## src/sv/block_bitmap_and_inode_stack_allocator_top_defines.svh

```systemverilog
// Assertion macros shared by the allocator RTL.
// Both macros expect signals named clk and rst_n in the enclosing scope.
`ifndef BLOCK_BITMAP_AND_INODE_STACK_ALLOCATOR_TOP_DEFINES_SVH
`define BLOCK_BITMAP_AND_INODE_STACK_ALLOCATOR_TOP_DEFINES_SVH

// The consequent must hold in the same cycle as the antecedent.
`define BBIA_ASSERT_IMP(lbl, ante, cons) \
    lbl: assert property (@(posedge clk) disable iff (!rst_n) (ante) |-> (cons)) \
        else $error("bbia: same-cycle check failed");

// The consequent must hold in the cycle after the antecedent.
`define BBIA_ASSERT_NXT(lbl, ante, cons) \
    lbl: assert property (@(posedge clk) disable iff (!rst_n) (ante) |=> (cons)) \
        else $error("bbia: next-cycle check failed");

`endif

```

## src/sv/bbia_pkg.sv

```systemverilog
package bbia_pkg;

    localparam int NUM_BLOCKS_DEF = 1024;
    localparam int NUM_INODES_DEF = 128;

    localparam int WORD_W     = 32;
    localparam int WORD_SHIFT = 5;

    localparam int FUNC_W   = 3;
    localparam int STATUS_W = 2;

    localparam logic [FUNC_W-1:0] FN_ALLOC_BLOCK = 3'd0;
    localparam logic [FUNC_W-1:0] FN_FREE_BLOCK  = 3'd1;
    localparam logic [FUNC_W-1:0] FN_MARK_BLOCK  = 3'd2;
    localparam logic [FUNC_W-1:0] FN_ALLOC_INODE = 3'd3;
    localparam logic [FUNC_W-1:0] FN_FREE_INODE  = 3'd4;

    localparam logic [STATUS_W-1:0] ST_OK         = 2'd0;
    localparam logic [STATUS_W-1:0] ST_NO_BLOCK   = 2'd1;
    localparam logic [STATUS_W-1:0] ST_NO_INODE   = 2'd2;
    localparam logic [STATUS_W-1:0] ST_STACK_FULL = 2'd3;

    // Bits of the last bitmap word that lie beyond the last block read as occupied.
    function automatic logic [WORD_W-1:0] tail_mask(input int nb);
        logic [WORD_SHIFT-1:0] rem;
        logic [WORD_W-1:0]     m;
        rem = nb[WORD_SHIFT-1:0];
        m   = '0;
        for (int b = 0; b < WORD_W; b++)
        begin
            if ((rem != '0) && (b >= int'(rem)))
            begin
                m[b] = 1'b1;
            end
        end
        return m;
    endfunction

endpackage

```

## src/sv/bbia_req_if.sv

```systemverilog
interface bbia_req_if #(
    parameter int NUM_BLOCKS = bbia_pkg::NUM_BLOCKS_DEF,
    parameter int NUM_INODES = bbia_pkg::NUM_INODES_DEF
) ();
    import bbia_pkg::*;

    localparam int BW = $clog2(NUM_BLOCKS);
    localparam int IW = $clog2(NUM_INODES);

    logic              valid;
    logic              ready;
    logic [FUNC_W-1:0] func;
    logic [BW-1:0]     block_num;
    logic [IW-1:0]     inode_id;

    modport source (output valid, output func, output block_num, output inode_id, input ready);
    modport sink   (input valid, input func, input block_num, input inode_id, output ready);

endinterface

```

## src/sv/bbia_rsp_if.sv

```systemverilog
interface bbia_rsp_if #(
    parameter int NUM_BLOCKS = bbia_pkg::NUM_BLOCKS_DEF,
    parameter int NUM_INODES = bbia_pkg::NUM_INODES_DEF
) ();
    import bbia_pkg::*;

    localparam int BW = $clog2(NUM_BLOCKS);
    localparam int FW = $clog2(NUM_BLOCKS + 1);
    localparam int IW = $clog2(NUM_INODES);

    logic                valid;
    logic                ready;
    logic [BW-1:0]       alloc_block;
    logic [IW-1:0]       alloc_inode;
    logic [STATUS_W-1:0] status;
    logic [FW-1:0]       free_blocks;
    logic [IW-1:0]       free_inodes;

    modport source (output valid, output alloc_block, output alloc_inode, output status,
                    output free_blocks, output free_inodes, input ready);
    modport sink   (input valid, input alloc_block, input alloc_inode, input status,
                    input free_blocks, input free_inodes, output ready);

endinterface

```

## src/sv/block_bitmap_and_inode_stack_allocator_top.sv

```systemverilog
// Block bitmap and free inode stack allocator.
// One request channel (req) carries func, block_num and inode_id; one response
// channel (rsp) returns alloc_block, alloc_inode, status and both free counts.
// Every accepted request produces exactly one response.
// The block works on one request at a time. Free and mark requests take one
// bitmap read and write back; inode pops take one stack read, and pushes write
// the stack as the request is accepted.
// Block allocation scans the bitmap memory one 32-bit word per cycle from
// word zero until it finds a word with a free bit.
// The next request is accepted in the cycle in which the previous response can
// be taken, so a new request is never accepted before the previous one is done.
// After reset the block loads the bitmap and inode stack memories; req.ready
// stays low during that pass.
// A finished response waits in an output register while the receiver stalls,
// and a new request is accepted meanwhile; its own response then waits until
// the register is free.
`include "block_bitmap_and_inode_stack_allocator_top_defines.svh"

module block_bitmap_and_inode_stack_allocator_top #(
    parameter int NUM_BLOCKS = bbia_pkg::NUM_BLOCKS_DEF,
    parameter int NUM_INODES = bbia_pkg::NUM_INODES_DEF
) (
    input logic         clk,
    input logic         rst_n,
    bbia_req_if.sink    req,
    bbia_rsp_if.source  rsp
);
    import bbia_pkg::*;

    localparam int BW        = $clog2(NUM_BLOCKS);
    localparam int FW        = $clog2(NUM_BLOCKS + 1);
    localparam int IW        = $clog2(NUM_INODES);
    localparam int DEPTH     = NUM_INODES - 1;
    localparam int SA        = $clog2(DEPTH);
    localparam int NUM_WORDS = (NUM_BLOCKS + WORD_W - 1) / WORD_W;
    localparam int WA        = (NUM_WORDS > 1) ? $clog2(NUM_WORDS) : 1;
    localparam int INIT_N    = (NUM_WORDS > DEPTH) ? NUM_WORDS : DEPTH;
    localparam int CW        = $clog2(INIT_N);

    localparam logic [WORD_W-1:0] TAIL = tail_mask(NUM_BLOCKS);
    localparam logic [BW:0]       NB_C = (BW + 1)'(NUM_BLOCKS);

    typedef enum logic [5:0] {
        S_INIT  = 6'b000001,
        S_IDLE  = 6'b000010,
        S_BREAD = 6'b000100,
        S_SCAN  = 6'b001000,
        S_IPOP  = 6'b010000,
        S_DONE  = 6'b100000
    } state_t;

    state_t state_reg, state_next;

    logic [CW-1:0]       init_cnt_reg, init_cnt_next;
    logic [FUNC_W-1:0]   func_reg, func_next;
    logic [WA-1:0]       blk_word_reg, blk_word_next;
    logic [WORD_SHIFT-1:0] blk_pos_reg, blk_pos_next;
    logic                blk_ok_reg, blk_ok_next;
    logic [WA-1:0]       scan_reg, scan_next;
    logic [WA-1:0]       scan_d_reg, scan_d_next;
    logic                scan_v_reg, scan_v_next;
    logic [FW-1:0]       fb_cnt_reg, fb_cnt_next;
    logic [IW-1:0]       fi_cnt_reg, fi_cnt_next;
    logic [BW-1:0]       res_block_reg, res_block_next;
    logic [IW-1:0]       res_inode_reg, res_inode_next;
    logic [STATUS_W-1:0] res_status_reg, res_status_next;
    logic                out_valid_reg, out_valid_next;
    logic [BW-1:0]       out_block_reg, out_block_next;
    logic [IW-1:0]       out_inode_reg, out_inode_next;
    logic [STATUS_W-1:0] out_status_reg, out_status_next;
    logic [FW-1:0]       out_fb_reg, out_fb_next;
    logic [IW-1:0]       out_fi_reg, out_fi_next;

    logic              accept;
    logic [BW-1:0]     in_sh;
    logic [WA-1:0]     in_word;
    logic [WORD_SHIFT-1:0] in_pos;
    logic              in_ok;
    logic [WORD_W-1:0] free_mask;
    logic              has_free;
    logic [WORD_SHIFT-1:0] free_pos;
    logic [WORD_W-1:0] blk_bit;
    logic [IW-1:0]     fi_dec;
    logic              done_load;

    logic              bm_we;
    logic [WA-1:0]     bm_waddr;
    logic [WORD_W-1:0] bm_wdata;
    logic [WA-1:0]     bm_raddr;
    logic [WORD_W-1:0] bm_rdata;

    logic              sk_we;
    logic [SA-1:0]     sk_waddr;
    logic [IW-1:0]     sk_wdata;
    logic              sk_re;
    logic [SA-1:0]     sk_raddr;
    logic [IW-1:0]     sk_rdata;

    bbia_ram #(.WIDTH(WORD_W), .DEPTH(NUM_WORDS), .AW(WA)) u_bitmap (
        .clk   (clk),
        .we    (bm_we),
        .waddr (bm_waddr),
        .wdata (bm_wdata),
        .re    (1'b1),
        .raddr (bm_raddr),
        .rdata (bm_rdata)
    );

    bbia_ram #(.WIDTH(IW), .DEPTH(DEPTH), .AW(SA)) u_stack (
        .clk   (clk),
        .we    (sk_we),
        .waddr (sk_waddr),
        .wdata (sk_wdata),
        .re    (sk_re),
        .raddr (sk_raddr),
        .rdata (sk_rdata)
    );

    assign req.ready = (state_reg == S_IDLE);
    assign accept    = req.valid && req.ready;

    assign in_sh   = req.block_num >> WORD_SHIFT;
    assign in_word = in_sh[WA-1:0];
    assign in_pos  = WORD_SHIFT'(req.block_num);
    assign in_ok   = ({1'b0, req.block_num} < NB_C);

    assign free_mask = ~bm_rdata;
    assign has_free  = |free_mask;
    assign blk_bit   = WORD_W'(1) << blk_pos_reg;
    assign fi_dec    = fi_cnt_reg - IW'(1);
    assign done_load = (state_reg == S_DONE) && (!out_valid_reg || rsp.ready);

    always_comb
    begin
        free_pos = '0;
        for (int i = WORD_W - 1; i >= 0; i--)
        begin
            if (free_mask[i])
            begin
                free_pos = WORD_SHIFT'(i);
            end
        end
    end

    always_comb
    begin
        state_next      = state_reg;
        init_cnt_next   = init_cnt_reg;
        func_next       = func_reg;
        blk_word_next   = blk_word_reg;
        blk_pos_next    = blk_pos_reg;
        blk_ok_next     = blk_ok_reg;
        scan_next       = scan_reg;
        scan_d_next     = scan_d_reg;
        scan_v_next     = scan_v_reg;
        fb_cnt_next     = fb_cnt_reg;
        fi_cnt_next     = fi_cnt_reg;
        res_block_next  = res_block_reg;
        res_inode_next  = res_inode_reg;
        res_status_next = res_status_reg;
        out_valid_next  = out_valid_reg;
        out_block_next  = out_block_reg;
        out_inode_next  = out_inode_reg;
        out_status_next = out_status_reg;
        out_fb_next     = out_fb_reg;
        out_fi_next     = out_fi_reg;

        bm_we    = 1'b0;
        bm_waddr = blk_word_reg;
        bm_wdata = bm_rdata;
        bm_raddr = scan_reg;
        sk_we    = 1'b0;
        sk_waddr = fi_cnt_reg[SA-1:0];
        sk_wdata = req.inode_id;
        sk_re    = 1'b0;
        sk_raddr = fi_dec[SA-1:0];

        if (out_valid_reg && rsp.ready)
        begin
            out_valid_next = 1'b0;
        end

        case (state_reg)
            S_INIT:
            begin
                if (init_cnt_reg < NUM_WORDS)
                begin
                    bm_we    = 1'b1;
                    bm_waddr = init_cnt_reg[WA-1:0];
                    bm_wdata = (init_cnt_reg == CW'(NUM_WORDS - 1)) ? TAIL : '0;
                end
                if (init_cnt_reg < DEPTH)
                begin
                    sk_we    = 1'b1;
                    sk_waddr = init_cnt_reg[SA-1:0];
                    sk_wdata = IW'(DEPTH) - IW'(init_cnt_reg);
                end
                if (init_cnt_reg == CW'(INIT_N - 1))
                begin
                    state_next = S_IDLE;
                end
                else
                begin
                    init_cnt_next = init_cnt_reg + CW'(1);
                end
            end
            S_IDLE:
            begin
                bm_raddr = in_word;
                if (accept)
                begin
                    func_next       = req.func;
                    blk_word_next   = in_word;
                    blk_pos_next    = in_pos;
                    blk_ok_next     = in_ok;
                    res_block_next  = '0;
                    res_inode_next  = '0;
                    res_status_next = ST_OK;
                    case (req.func)
                        FN_ALLOC_BLOCK:
                        begin
                            if (fb_cnt_reg == '0)
                            begin
                                res_status_next = ST_NO_BLOCK;
                                state_next      = S_DONE;
                            end
                            else
                            begin
                                scan_next   = '0;
                                scan_v_next = 1'b0;
                                state_next  = S_SCAN;
                            end
                        end
                        FN_FREE_BLOCK, FN_MARK_BLOCK:
                        begin
                            state_next = S_BREAD;
                        end
                        FN_ALLOC_INODE:
                        begin
                            if (fi_cnt_reg == '0)
                            begin
                                res_status_next = ST_NO_INODE;
                                state_next      = S_DONE;
                            end
                            else
                            begin
                                sk_re       = 1'b1;
                                fi_cnt_next = fi_dec;
                                state_next  = S_IPOP;
                            end
                        end
                        FN_FREE_INODE:
                        begin
                            if (fi_cnt_reg >= IW'(DEPTH))
                            begin
                                res_status_next = ST_STACK_FULL;
                            end
                            else
                            begin
                                sk_we       = 1'b1;
                                fi_cnt_next = fi_cnt_reg + IW'(1);
                            end
                            state_next = S_DONE;
                        end
                        default:
                        begin
                            state_next = S_DONE;
                        end
                    endcase
                end
            end
            S_BREAD:
            begin
                if (blk_ok_reg)
                begin
                    if ((func_reg == FN_FREE_BLOCK) && bm_rdata[blk_pos_reg])
                    begin
                        bm_we       = 1'b1;
                        bm_wdata    = bm_rdata & ~blk_bit;
                        fb_cnt_next = fb_cnt_reg + FW'(1);
                    end
                    else if ((func_reg == FN_MARK_BLOCK) && !bm_rdata[blk_pos_reg])
                    begin
                        bm_we       = 1'b1;
                        bm_wdata    = bm_rdata | blk_bit;
                        fb_cnt_next = fb_cnt_reg - FW'(1);
                    end
                end
                state_next = S_DONE;
            end
            S_SCAN:
            begin
                bm_raddr    = scan_reg;
                scan_next   = scan_reg + WA'(1);
                scan_d_next = scan_reg;
                scan_v_next = 1'b1;
                if (scan_v_reg && has_free)
                begin
                    bm_we          = 1'b1;
                    bm_waddr       = scan_d_reg;
                    bm_wdata       = bm_rdata | (WORD_W'(1) << free_pos);
                    fb_cnt_next    = fb_cnt_reg - FW'(1);
                    res_block_next = BW'({scan_d_reg, free_pos});
                    state_next     = S_DONE;
                end
            end
            S_IPOP:
            begin
                res_inode_next = sk_rdata;
                state_next     = S_DONE;
            end
            S_DONE:
            begin
                if (!out_valid_reg || rsp.ready)
                begin
                    out_valid_next  = 1'b1;
                    out_block_next  = res_block_reg;
                    out_inode_next  = res_inode_reg;
                    out_status_next = res_status_reg;
                    out_fb_next     = fb_cnt_reg;
                    out_fi_next     = fi_cnt_reg;
                    state_next      = S_IDLE;
                end
            end
            default:
            begin
                state_next = S_INIT;
            end
        endcase
    end

    always_ff @(posedge clk or negedge rst_n)
    begin
        if (!rst_n)
        begin
            state_reg     <= S_INIT;
            init_cnt_reg  <= '0;
            scan_reg      <= '0;
            scan_v_reg    <= 1'b0;
            fb_cnt_reg    <= FW'(NUM_BLOCKS);
            fi_cnt_reg    <= IW'(DEPTH);
            out_valid_reg <= 1'b0;
        end
        else
        begin
            state_reg     <= state_next;
            init_cnt_reg  <= init_cnt_next;
            scan_reg      <= scan_next;
            scan_v_reg    <= scan_v_next;
            fb_cnt_reg    <= fb_cnt_next;
            fi_cnt_reg    <= fi_cnt_next;
            out_valid_reg <= out_valid_next;
        end
    end

    always_ff @(posedge clk)
    begin
        func_reg       <= func_next;
        blk_word_reg   <= blk_word_next;
        blk_pos_reg    <= blk_pos_next;
        blk_ok_reg     <= blk_ok_next;
        scan_d_reg     <= scan_d_next;
        res_block_reg  <= res_block_next;
        res_inode_reg  <= res_inode_next;
        res_status_reg <= res_status_next;
        out_block_reg  <= out_block_next;
        out_inode_reg  <= out_inode_next;
        out_status_reg <= out_status_next;
        out_fb_reg     <= out_fb_next;
        out_fi_reg     <= out_fi_next;
    end

    assign rsp.valid       = out_valid_reg;
    assign rsp.alloc_block = out_block_reg;
    assign rsp.alloc_inode = out_inode_reg;
    assign rsp.status      = out_status_reg;
    assign rsp.free_blocks = out_fb_reg;
    assign rsp.free_inodes = out_fi_reg;

    `BBIA_ASSERT_IMP(a_fb_bound, 1'b1, fb_cnt_reg <= FW'(NUM_BLOCKS))
    `BBIA_ASSERT_IMP(a_fi_bound, 1'b1, fi_cnt_reg <= IW'(DEPTH))
    `BBIA_ASSERT_IMP(a_scan_nonempty, state_reg == S_SCAN, fb_cnt_reg != '0)
    `BBIA_ASSERT_NXT(a_done_load, done_load, out_valid_reg && (state_reg == S_IDLE))

endmodule

```

## src/sv/bbia_ram.sv

```systemverilog
module bbia_ram #(
    parameter int WIDTH = 32,
    parameter int DEPTH = 32,
    parameter int AW    = (DEPTH > 1) ? $clog2(DEPTH) : 1
) (
    input  logic             clk,
    input  logic             we,
    input  logic [AW-1:0]    waddr,
    input  logic [WIDTH-1:0] wdata,
    input  logic             re,
    input  logic [AW-1:0]    raddr,
    output logic [WIDTH-1:0] rdata
);

    logic [WIDTH-1:0] mem [DEPTH];
    logic [WIDTH-1:0] rdata_reg;

    always_ff @(posedge clk)
    begin
        if (we)
        begin
            mem[waddr] <= wdata;
        end
        if (re)
        begin
            rdata_reg <= mem[raddr];
        end
    end

    assign rdata = rdata_reg;

endmodule

```

## src/flat_wrapper.sv

```systemverilog
// flat-port wrapper written by rule: the top's interface ports become plain ports
module block_bitmap_and_inode_stack_allocator_top_flat import bbia_pkg::*;
#(
    parameter int NUM_BLOCKS = bbia_pkg::NUM_BLOCKS_DEF,
    parameter int NUM_INODES = bbia_pkg::NUM_INODES_DEF
)
  (clk, rst_n, req_valid, req_func, req_block_num, req_inode_id, req_ready, rsp_valid, rsp_alloc_block, rsp_alloc_inode, rsp_status, rsp_free_blocks, rsp_free_inodes, rsp_ready);
  bbia_req_if #(.NUM_BLOCKS(NUM_BLOCKS), .NUM_INODES(NUM_INODES)) req_i ();
  bbia_rsp_if #(.NUM_BLOCKS(NUM_BLOCKS), .NUM_INODES(NUM_INODES)) rsp_i ();
  input logic clk;
  input logic rst_n;
  input wire logic [$bits(req_i.valid)-1:0] req_valid;
  input wire logic [$bits(req_i.func)-1:0] req_func;
  input wire logic [$bits(req_i.block_num)-1:0] req_block_num;
  input wire logic [$bits(req_i.inode_id)-1:0] req_inode_id;
  output wire logic [$bits(req_i.ready)-1:0] req_ready;
  output wire logic [$bits(rsp_i.valid)-1:0] rsp_valid;
  output wire logic [$bits(rsp_i.alloc_block)-1:0] rsp_alloc_block;
  output wire logic [$bits(rsp_i.alloc_inode)-1:0] rsp_alloc_inode;
  output wire logic [$bits(rsp_i.status)-1:0] rsp_status;
  output wire logic [$bits(rsp_i.free_blocks)-1:0] rsp_free_blocks;
  output wire logic [$bits(rsp_i.free_inodes)-1:0] rsp_free_inodes;
  input wire logic [$bits(rsp_i.ready)-1:0] rsp_ready;
  assign req_i.valid = req_valid;
  assign req_i.func = req_func;
  assign req_i.block_num = req_block_num;
  assign req_i.inode_id = req_inode_id;
  assign req_ready = req_i.ready;
  assign rsp_valid = rsp_i.valid;
  assign rsp_alloc_block = rsp_i.alloc_block;
  assign rsp_alloc_inode = rsp_i.alloc_inode;
  assign rsp_status = rsp_i.status;
  assign rsp_free_blocks = rsp_i.free_blocks;
  assign rsp_free_inodes = rsp_i.free_inodes;
  assign rsp_i.ready = rsp_ready;
  block_bitmap_and_inode_stack_allocator_top #(.NUM_BLOCKS(NUM_BLOCKS), .NUM_INODES(NUM_INODES)) u_core (.clk(clk), .rst_n(rst_n), .req(req_i), .rsp(rsp_i));
endmodule
```

## config.mk

```make
export PLATFORM = sky130hd
export DESIGN_NAME = block_bitmap_and_inode_stack_allocator_top_flat
export DESIGN_NICKNAME = d
export VERILOG_FILES = /design/src/sv/bbia_pkg.sv /design/src/sv/bbia_req_if.sv /design/src/sv/bbia_rsp_if.sv /design/src/sv/block_bitmap_and_inode_stack_allocator_top.sv /design/src/sv/bbia_ram.sv /design/src/flat_wrapper.sv
export VERILOG_INCLUDE_DIRS = /design/src /design/src/sv
export SDC_FILE = /design/constraint.sdc
export NUM_CORES = 2
export LEC_CHECK = 0
export ABC_AREA = 1
export BUFFER_PORTS_ARGS = -buffer_cell sky130_fd_sc_hd__buf_2
export CAP_MARGIN = 25
export CORE_UTILIZATION = 36
export CTS_CLUSTER_SIZE = 16
export DETAILED_ROUTE_END_ITERATION = 8
export PLACE_DENSITY = 0.51
export SYNTH_ARGS = -nofsm -noshare
export SYNTH_HDL_FRONTEND = slang
export SYNTH_SLANG_ARGS = --single-unit
```

## constraint.sdc

```tcl
create_clock -name clk -period 8.84 [get_ports clk]
set_clock_uncertainty 0.05 [all_clocks]
set_input_delay 2.21 -clock clk [delete_from_list [all_inputs] [get_ports clk]]
set_output_delay 2.21 -clock clk [all_outputs]
set_load 0.01 [all_outputs]
```

==> summary.txt <==
Status
  – Status: completed

Layout
  – Leading cell type in the layout, fill and taps excluded: sky130_fd_sc_hd__edfxtp_1
  – Area growth from synthesis to layout: 13.49%
  – Final #Nets: 6395
  – Multi-input combinational cell area: 19640 um^2
  – Footprint of the flip-flops and latches: 61480 um^2
  – Layout cell share with drive strength beyond 1: 9.916%
  – Number of flip-flops under the largest register name: 1024
  – Final Core Density: 41.28%
  – FILL cells: around 21k
  – Highest-count cells in the layout ignoring fill and taps: sky130_fd_sc_hd__edfxtp_1 (1994), sky130_fd_sc_hd__nor2_1 (1244), sky130_fd_sc_hd__o21ai_0 (1095)

Timing
  – Setup-violating endpoint count in the final report: 0
  – Pins over their slew limit: 0
  – Max_slew headroom: between 20% and 30%
  – Number of failing hold endpoints at the final stage: 0
  – RSZ-0062 raised after global routing: no
  – Clock period minus worst slack: between 5 and 6 ns
  – Final Hold Slack: 0.3417 ns
  – Final critical-path share of the clock period: 65.78%
  – Maximum achievable frequency: around 170 MHz
  – Transition at the pin with the smallest max-transition slack: approximately 1.2 ns
  – Final Worst Setup Slack: 3.025 ns
  – Sum of negative setup slack: 0 ns

Synth
  – Main flop type after synthesis: sky130_fd_sc_hd__edfxtp_1
  – Yosys cell types: 50
  – Sequential cell area fraction in the yosys report: around 74%
  – Asr flop ratio synth: about 1.8%
  – Synthesized netlist cell count: 6380
  – Post-Synthesis Cell Area: 82990 um^2
  – Synthesized Nets: 6412
  – Synth warn: 0
  – Flops & latches, synth: 2064
  – Post-synth EDFFs: 1994
  – Average cell area after synthesis: ~13 um^2

Detailed routing
  – Wire length on met3: 19370 um
  – Routed length on met2: 120000 um
  – Uppermost layer routed: met4
  – Post-detailed-route DRC marker count: 0
  – Total via count after detailed routing: 55.08k
  – Final wirelength: 260400 um
  – Number of antenna-violating nets in the routed design: 0
  – Total iterations of the first detailed-routing run: 6
  – Post-DR wirelength/cell: between 20 and 30 um
  – Initial detailed-routing violation count: 6512
  – Routed metal-1 wire length: 113800 um
  – Via density per instance: between 5 and 6

Floorplanning
  – Starting density of the core: 36.37%
  – I/O pins: between 60 and 70
  – Height of the die: 482.1 um
  – Floorplan core area: 228200 um^2
  – Standard-cell rows: 175
  – Chip Width: 482.1 um
  – Die footprint: 232400 um^2

Clock network
  – Resize count post-CTS: 0
  – Clock-pin slew on the worst setup and hold paths: 0.06 ns
  – CTS Hold Buffers Added: 0
  – Clock sink count: about 2.1k
  – CTS H-tree depth: 4
  – TritonCTS Buffers: about 210
  – Root Buffer Master: sky130_fd_sc_hd__clkbuf_16
  – Clock latency at the later pin of the worst-skew pair: roughly 0.9 ns
  – CTS tree: done
  – Total setup buffers inserted after CTS: 0
  – Worst-case clock buffer depth: 3

Critical path
  – Launching element type of the critical path: register
  – Critical path data required time: 9.22 ns
  – Worst setup path category: register to register
  – Worst Path Arrival: a little over 6 ns
  – Critical path endpoint category: register
  – Worst-path fanout max: 25

Power
  – Power after layout: 36.83 mW
  – Cell Pwr Density: between 300 and 400 nW/um^2
  – Maximum resistive drop on vdd: 0.4978 mV
  – Leakage power of the design: 29.63 nW

Global routing
  – Pin count of the biggest net entering global routing: around 200
  – Residual overflow from global routing: 0
  – Initial antenna violation count: 6
  – All-layer global routing usage: 22.05%
  – Wire length of the first global-routing pass: ~380000 um
  – Via count of the first global-routing pass: 52.62k

Placement
  – Final weighted congestion in routability-driven placement: ~0.95
  – Place WS: 2.784 ns
  – Count of buffers inserted at the top-level ports: between 60 and 70
  – HPWL reported at the end of detailed placement: 143900 um

Job
  – Max-cap viol count: 0

Worst hold path
  – Worst min-delay path class: register to register
==> report_power, final <==
group / switching (mW) / internal [mW]
Sequential: 0.501 / 13.7
Clock: 3.90 / 5.07
Combinational: 10.5 / 3.15
==> per-layer routing <==
metal  vias up  GRT usage [%]
li1      24180              -
met1     28130          31.61
met2      2371          34.49
met3       394          3.427
met4         0          6.554
met5         -              0
==> critical path, stage by stage, from the launching register on <==
cell and delay [ns]:
sky130_fd_sc_hd__edfxtp_1 0.74, sky130_fd_sc_hd__inv_1 0.40, sky130_fd_sc_hd__o311ai_0 0.43, sky130_fd_sc_hd__nand3_1 0.15, sky130_fd_sc_hd__nand2_1 0.18, sky130_fd_sc_hd__inv_1 0.10
sky130_fd_sc_hd__nor4_4 0.13, sky130_fd_sc_hd__buf_4 0.33, sky130_fd_sc_hd__o21ai_0 0.35, sky130_fd_sc_hd__nand2_1 0.27, sky130_fd_sc_hd__nand3_1 0.60, sky130_fd_sc_hd__nor2_4 1.05
sky130_fd_sc_hd__buf_4 0.51
==> per-stage QoR <==
| step | std cells | instance area, um^2 |
|---|---|---|
| global route | 9560 | 94180 |
| finish | 9560 | 94180 |
| CTS | 9553 | 94160 |
| detailed placement | 9155 | 87200 |
| floorplan | 6380 | 82990 |
| global placement | 9141 | 87010 |
==> area by class of cell <==
class / instances / share of cell area (%)
Sequential cell: 2064 / 65.28
Multi-Input combinational cell: 3706 / 20.86
Clock buffer: 277 / 6.025
Tap cell: 3009 / 3.997
Timing Repair Buffer: 219 / 1.795
Clock inverter: 121 / 1.366
Inverter: 158 / 0.6656
Antenna cell: 6 / 0.01594
==> synth_stat cells (3+ instances only) <==
| cell | n | area share, % |
|---|---|---|
| sky130_fd_sc_hd__o22ai_1 | 170 | 1.3 |
| sky130_fd_sc_hd__dfrtp_1 | 29 | 0.87 |
| sky130_fd_sc_hd__clkinv_1 | 6 | 0.027 |
| sky130_fd_sc_hd__nor3_1 | 22 | 0.13 |
| sky130_fd_sc_hd__xnor2_1 | 3 | 0.032 |
| sky130_fd_sc_hd__buf_2 | 21 | 0.13 |
| sky130_fd_sc_hd__edfxtp_1 | 1994 | 72 |
| sky130_fd_sc_hd__o221ai_1 | 327 | 3.5 |
| sky130_fd_sc_hd__xor2_1 | 28 | 0.30 |
| sky130_fd_sc_hd__a21oi_1 | 45 | 0.27 |
| sky130_fd_sc_hd__inv_1 | 144 | 0.65 |
| sky130_fd_sc_hd__a21oi_2 | 11 | 0.12 |
| sky130_fd_sc_hd__a211oi_1 | 41 | 0.37 |
| sky130_fd_sc_hd__ha_1 | 8 | 0.12 |
| sky130_fd_sc_hd__nor2_2 | 4 | 0.030 |
| sky130_fd_sc_hd__nor2_1 | 1276 | 5.8 |
| sky130_fd_sc_hd__a311oi_1 | 4 | 0.042 |
| sky130_fd_sc_hd__nand4_1 | 33 | 0.25 |
| sky130_fd_sc_hd__mux2i_1 | 6 | 0.072 |
| sky130_fd_sc_hd__nand3_1 | 105 | 0.63 |
| sky130_fd_sc_hd__dfxtp_1 | 32 | 0.77 |
| sky130_fd_sc_hd__nand2_1 | 231 | 1.0 |
| sky130_fd_sc_hd__o21ai_0 | 1101 | 6.6 |
| sky130_fd_sc_hd__o221a_2 | 20 | 0.27 |
| sky130_fd_sc_hd__o21bai_1 | 8 | 0.072 |
| sky130_fd_sc_hd__buf_1 | 16 | 0.072 |
| sky130_fd_sc_hd__dfstp_2 | 9 | 0.28 |
| sky130_fd_sc_hd__o211a_1 | 3 | 0.036 |
| sky130_fd_sc_hd__a31oi_1 | 74 | 0.56 |
| sky130_fd_sc_hd__nor4_1 | 24 | 0.18 |
| sky130_fd_sc_hd__nand2_4 | 3 | 0.041 |
| sky130_fd_sc_hd__o211ai_1 | 79 | 0.71 |
| sky130_fd_sc_hd__a22oi_1 | 6 | 0.054 |
| sky130_fd_sc_hd__nor4_4 | 3 | 0.077 |
| sky130_fd_sc_hd__o311ai_0 | 16 | 0.17 |
| sky130_fd_sc_hd__o21ai_1 | 40 | 0.24 |
| sky130_fd_sc_hd__clkbuf_1 | 414 | 1.9 |
| sky130_fd_sc_hd__inv_2 | 8 | 0.036 |
==> logic make-up after synthesis <==
logic type | Yosys count | share of synthesized area [%]
xor gates and xnor gates | 31 | 0.3272
and+or+nand+nor | 1707 | 8.211
DFF | 2064 | 74.08
AOI/OAI and AO/OA | 1954 | 14.38
buffers and inverters | 610 | 2.803
muxes | 6 | 0.07237
adders and majority gates | 8 | 0.1206
==> path summary, 6_finish.rpt <==
check / cells after the start / slack (ns) / start / endpoint
min in group asynchronous: 1 / 1.40 / rst_n / u_core.rsp.valid
setup / recovery: 12 / 3.02 / u_core.blk_pos_reg[2] / u_core.u_bitmap.mem[2][29]
hold / removal: 0 / 0.34 / u_core.res_block_reg[0] / u_core.rsp.alloc_block[0]
hold reg to reg: 0 / 0.34 / u_core.res_block_reg[0] / u_core.rsp.alloc_block[0]
max in group asynchronous: 1 / 6.74 / rst_n / u_core.scan_reg[4]
setup reg to reg: 12 / 3.02 / u_core.blk_pos_reg[2] / u_core.u_bitmap.mem[2][29]
No activity file was read; power rests on OpenSTA's default activity.
